[src/tccw_pkg.sv]
// Shared types, constants and control structs for the text console cell writer
package tccw_pkg;

  localparam int DEF_COLUMNS = 80;
  localparam int DEF_ROWS    = 25;

  localparam int FUNC_W       = 2;
  localparam int CHAR_W       = 8;
  localparam int COLOR_W      = 8;
  localparam int COLUMN_IN_W  = 7;
  localparam int ROW_IN_W     = 5;
  localparam int CURSOR_POS_W = 11;
  localparam int CELL_W       = 16;

  localparam int TAB_SPACES = 4;
  localparam int REP_W      = $clog2(TAB_SPACES);

  localparam logic [CHAR_W-1:0]  CH_TAB      = 8'h09;
  localparam logic [CHAR_W-1:0]  CH_NEWLINE  = 8'h0A;
  localparam logic [CHAR_W-1:0]  CH_SPACE    = 8'h20;
  localparam logic [COLOR_W-1:0] RESET_COLOR = 8'h07;

  typedef enum logic [FUNC_W-1:0] {
    FUNC_PUT   = 2'd0,
    FUNC_ERASE = 2'd1,
    FUNC_WRITE = 2'd2,
    FUNC_READ  = 2'd3
  } func_e;

  typedef enum logic [2:0] {
    ST_CLEAR,
    ST_IDLE,
    ST_OP,
    ST_SCROLL,
    ST_DONE,
    ST_RESP
  } state_e;

  typedef struct packed {
    logic [FUNC_W-1:0]      func;
    logic [CHAR_W-1:0]      char_code;
    logic [COLOR_W-1:0]     cell_color;
    logic [COLUMN_IN_W-1:0] column_in;
    logic [ROW_IN_W-1:0]    row_in;
  } in_t;

  typedef struct packed {
    logic [CURSOR_POS_W-1:0] cursor_pos;
    logic [CELL_W-1:0]       cell_data;
  } out_t;

  typedef struct packed {
    logic accept;
    logic clear_step;
    logic put_step;
    logic scroll_start;
    logic scroll_step;
    logic erase;
    logic direct_wr;
    logic load_out;
  } cmd_t;

  typedef struct packed {
    func_e func;
    logic  pend;
    logic  cnt_last;
    logic  rep_last;
  } sts_t;

endpackage

[src/tccw_ctrl.sv]
// Controller state machine for the text console cell writer
module tccw_ctrl (
  input  logic             clk_i,
  input  logic             rst_ni,
  input  logic             in_valid_i,
  output logic             in_ready_o,
  output logic             out_valid_o,
  input  logic             out_ready_i,
  input  tccw_pkg::sts_t   sts_i,
  output tccw_pkg::cmd_t   cmd_o
);

  tccw_pkg::state_e state_q, state_d;

  always_ff @(posedge clk_i or negedge rst_ni) begin
    if (!rst_ni) begin
      state_q <= tccw_pkg::ST_CLEAR;
    end else begin
      state_q <= state_d;
    end
  end

  always_comb begin
    state_d = state_q;
    unique case (state_q)
      tccw_pkg::ST_CLEAR: begin
        if (sts_i.cnt_last) state_d = tccw_pkg::ST_IDLE;
      end
      tccw_pkg::ST_IDLE: begin
        if (in_valid_i) state_d = tccw_pkg::ST_OP;
      end
      tccw_pkg::ST_OP: begin
        unique case (sts_i.func)
          tccw_pkg::FUNC_PUT: begin
            if (sts_i.pend) begin
              state_d = tccw_pkg::ST_SCROLL;
            end else if (sts_i.rep_last) begin
              state_d = tccw_pkg::ST_DONE;
            end
          end
          default: state_d = tccw_pkg::ST_DONE;
        endcase
      end
      tccw_pkg::ST_SCROLL: begin
        if (sts_i.cnt_last) state_d = tccw_pkg::ST_OP;
      end
      tccw_pkg::ST_DONE: state_d = tccw_pkg::ST_RESP;
      tccw_pkg::ST_RESP: begin
        if (out_ready_i) state_d = tccw_pkg::ST_IDLE;
      end
      default: state_d = tccw_pkg::ST_CLEAR;
    endcase
  end

  always_comb begin
    cmd_o       = '0;
    in_ready_o  = 1'b0;
    out_valid_o = 1'b0;
    unique case (state_q)
      tccw_pkg::ST_CLEAR: cmd_o.clear_step = 1'b1;
      tccw_pkg::ST_IDLE: begin
        in_ready_o   = 1'b1;
        cmd_o.accept = in_valid_i;
      end
      tccw_pkg::ST_OP: begin
        unique case (sts_i.func)
          tccw_pkg::FUNC_PUT: begin
            cmd_o.scroll_start = sts_i.pend;
            cmd_o.put_step     = !sts_i.pend;
          end
          tccw_pkg::FUNC_ERASE: cmd_o.erase     = 1'b1;
          tccw_pkg::FUNC_WRITE: cmd_o.direct_wr = 1'b1;
          default: ;
        endcase
      end
      tccw_pkg::ST_SCROLL: cmd_o.scroll_step = 1'b1;
      tccw_pkg::ST_DONE:   cmd_o.load_out    = 1'b1;
      tccw_pkg::ST_RESP:   out_valid_o       = 1'b1;
      default: ;
    endcase
  end

endmodule

[config.mk]
export PLATFORM = sky130hd
export DESIGN_NAME = tccw_ctrl
export DESIGN_NICKNAME = d
export VERILOG_FILES = /design/src/tccw_pkg.sv /design/src/tccw_ctrl.sv
export SDC_FILE = /design/constraint.sdc
export NUM_CORES = 1
export LEC_CHECK = 0
export BUFFER_PORTS_ARGS = -buffer_cell sky130_fd_sc_hd__buf_2
export CORE_AREA = 2 2 39 41
export CTS_BUF_LIST = sky130_fd_sc_hd__clkbuf_8 sky130_fd_sc_hd__clkbuf_16
export CTS_CLUSTER_SIZE = 12
export DETAILED_ROUTE_END_ITERATION = 10
export DIE_AREA = 0 0 41 43
export GPL_ROUTABILITY_DRIVEN = 0
export SLEW_MARGIN = 25
export SYNTH_ARGS = -nofsm -noshare
export SYNTH_HDL_FRONTEND = slang
export SYNTH_SLANG_ARGS = --single-unit
[constraint.sdc]
create_clock -name clk_i -period 1.7 [get_ports clk_i]
set_clock_uncertainty 0.2 [all_clocks]
set_input_delay 0 -clock clk_i [delete_from_list [all_inputs] [get_ports clk_i]]
set_output_delay 0 -clock clk_i [all_outputs]
set_load 0.01 [all_outputs]
==> flow_summary.toml <==
[worst_hold_path]
min_from = "sts_i[0]"
hold_depth = 4
hold_path.class = "input pin to flip-flop"
hold-path-endpoint = "state_q[2]"

[global_routing]
grt_pass1_vias = 371
antenna_found_initial = 0
grt_max_degree = 11
gr-usage-all-layers_pct = 12.59
grt_pass1_wl_um = 1455
grt_overflow = 0

[timing]
rsz0062_at_grt = "true"
drv_slew = 0
finalCritPeriodShare_pct = 106.7
fmaxAchievable_mhz = 551.4
relSlewSlack_pct = 84.62
min_period_ns = 1.814
setup_slack_ns = -0.1136
finalHoldViolations = 0
tightestPinTransition_ns = 0.2300
setup_violations = 3

[worst_setup_path]
cpMaxStageDelayCell = "or3b_4"
cp-start-kind = "flip-flop"
rrSetupSlack_ns = -0.11
r2r_start = "state_q[0]"
path_class = "flip-flop to flip-flop"
crit_required_ns = 1.60
cp_slowest_stage_delay_ns = 0.40
worstPathArrival_ns = 1.71
r2r_end = "state_q[1]"
worst_r2r_path_depth = 4
crit_fanout = 4
cp-end-kind = "flip-flop"
path_cells = "or3b_4 > nor4_4 > a221o_2 > mux2_1"

[status]
violations = "negative setup slack"
status = "complete, but fails checks"

[final_layout]
fin_util_pct = 39.33
drive_gt1_share_pct = 51.52
regMostFlops = "state_q"
reg.largest.list = "state_q: 3 flops"
nFillCells = 143
nNetsFinal = 76
syn2layout_area_growth_pct = 73.31
largest_register_ffs = 3
diodes = 0

[route]
wl_um = 910
routed_via_density = 4.756
first_pass_iters = 2
vias = 390
drt-initial-drc-count = 7
post-route-drc-count = 0
wl_per_cell_um = 11.10
ant_nets = 0

[yosys]
synthCells = 37
ys_warn_count = 0
synth_nets = 46
synth.distinct_cells = 24
avgSynthCellArea_um2 = 8.488
syn-cell-area_um2 = 314.1
yosysSeqAreaShare_pct = 23.90
ys_ff_latch = 3

[die]
dieArea_um2 = 1763
fp.dieH_um = 43
rows = 14
ios = 19
coreArea_um2 = 1384
start_util_pct = 22.69
die_w_um = 41

[pwr]
p_total_mw = 0.8658
power.density_nw_per_um2 = 1591
irDropWorstVdd_mv = 0.6021
p_leak_nw = 0.2874

[clocking]
cts_tree = "built"
h-tree-depth = 1
cts_buffer_depth = 2
cts-root-buf = "clkbuf_8"
cts_made_buffers = 3
clk_latency_ns = 0.22
clk_pin_slew_ns = 0.03
clock-sinks = 3

[placed_design]
hpwl_um = 676.2
numPortBuffers = 18

[flow_run]
cap_violations = 0
==> final cells by class <==
cell class	instances	area (µm²)	area share, %
sequential	3	75.07	13.79
inverter	3	11.26	2.069
timing repair buffer	27	165.2	30.34
clock buffer	3	41.29	7.586
clock inverter	1	3.754	0.6897
tap	16	20.02	3.678
multi-input combinational	29	227.7	41.84
==> worst max path at each step <==
stage                     from    endpoint  slack (ns)  cells past startpoint
floorplan           state_q[2]  state_q[0]       -0.23                      4
global placement    state_q[2]  state_q[1]       -0.09                      4
detailed placement  state_q[0]  state_q[1]       -0.10                      4
CTS                 state_q[0]  state_q[1]       -0.12                      4
global route        state_q[0]  state_q[1]       -0.21                      4
finish              state_q[0]  state_q[1]       -0.11                      4
==> logic make-up (layout without fill, tap and decap cells) <==
logic type / Yosys count / after routing / share of synthesized area [%]
compound gates: 7 / 7 / 15.94
flops: 3 / 3 / 23.90
buf+inv: 5 / 34 / 6.372
mux: 3 / 3 / 10.76
simple gates: 19 / 19 / 43.03
==> worst max-delay path, delay by kind of cell (launching register included) <==
family,cells,cell delay (ns)
compound gates,1,0.23
mux,1,0.32
simple gates,2,0.55
flops,1,0.39
==> Yosys cell counts <==
cell	instances	area, µm²
a21oi_1	2	10.01
a221o_2	1	11.26
a31oi_1	1	6.260
and2_1	2	12.51
and2b_2	1	8.760
and3_1	1	6.260
and3b_1	1	8.760
buf_2	1	5.000
clkbuf_1	1	3.750
dfrtp_1	3	75.07
inv_1	3	11.26
mux2_1	3	33.78
nand2_1	1	3.750
nand3b_1	1	7.510
nor2_1	4	15.01
nor2b_1	1	6.260
nor3_1	2	10.01
nor3b_1	2	15.01
nor4_4	1	21.27
o21a_2	1	8.760
o21ai_0	1	5.000
o32ai_1	1	8.760
or3b_1	1	8.760
or3b_4	1	11.26
==> report_power, final <==
part | internal [mW] | leakage [nW] | switching, mW | total, mW
sequential | 0.105 | 0.0376 | 0.0218 | 0.126
combinational | 0.283 | 0.223 | 0.255 | 0.538
clock | 0.154 | 0.0269 | 0.0473 | 0.201
total | 0.542 | 0.287 | 0.324 | 0.866
==> cell usage in the layout (no fill, tap or decap) <==
cell type      Yosys  final
nand3b_1           1      1
or3b_1             1      1
buf_2              1     18
and3_1             1      1
a31oi_1            1      1
o21ai_0            1      1
nor3b_2            0      1
or3b_4             1      1
nand2_1            1      1
nor2b_1            1      1
nor4_4             1      1
a21oi_1            2      2
and2_1             2      2
nor3_1             2      2
nor3b_1            2      1
a221o_2            1      1
mux2_4             0      1
clkbuf_8           0      3
and3b_1            1      1
dfrtp_1            3      3
mux2_1             3      2
dlygate4sd3_1      0      3
buf_4              0      6
and2b_2            1      1
nor2_1             4      4
o21a_2             1      1
o32ai_1            1      1
inv_1              3      4
==> metal layers <==
layer | vias up | global-route usage [%] | share of wire, %
met2 | 10 | 20.94 | 52
met5 | - | 0 | 0
met4 | 0 | 6.000 | 2.0
met3 | 4 | 6.283 | 5.1
li1 | 192 | - | -
met1 | 184 | 12.01 | 40
==> through the flow <==
step	cell area [µm²]	setup WS, ns	hold WS (ns)	setup TNS (ns)	std cells
after CTS	539.3	-0.1170	0.03201	-0.2404	82
after floorplan	314.1	-0.2250	-0.4956	-0.4499	37
after global routing	544.3	-0.2062	0.05477	-0.6291	82
after global placement	460.4	-0.09160	-0.3985	-0.1970	75
final	544.3	-0.1136	0.03011	-0.2210	82
after detailed placement	460.4	-0.1020	-0.3992	-0.2045	75
==> repair_timing <==
action                                  CTS  global route
gates resized for setup                   1             1
endpoints found under the setup margin    3             5
buffers inserted                          0             0
endpoints found under the hold margin     4             0
hold buffers                              3             0
pin swaps                                 0             0
(Power assumes the default switching activity.)
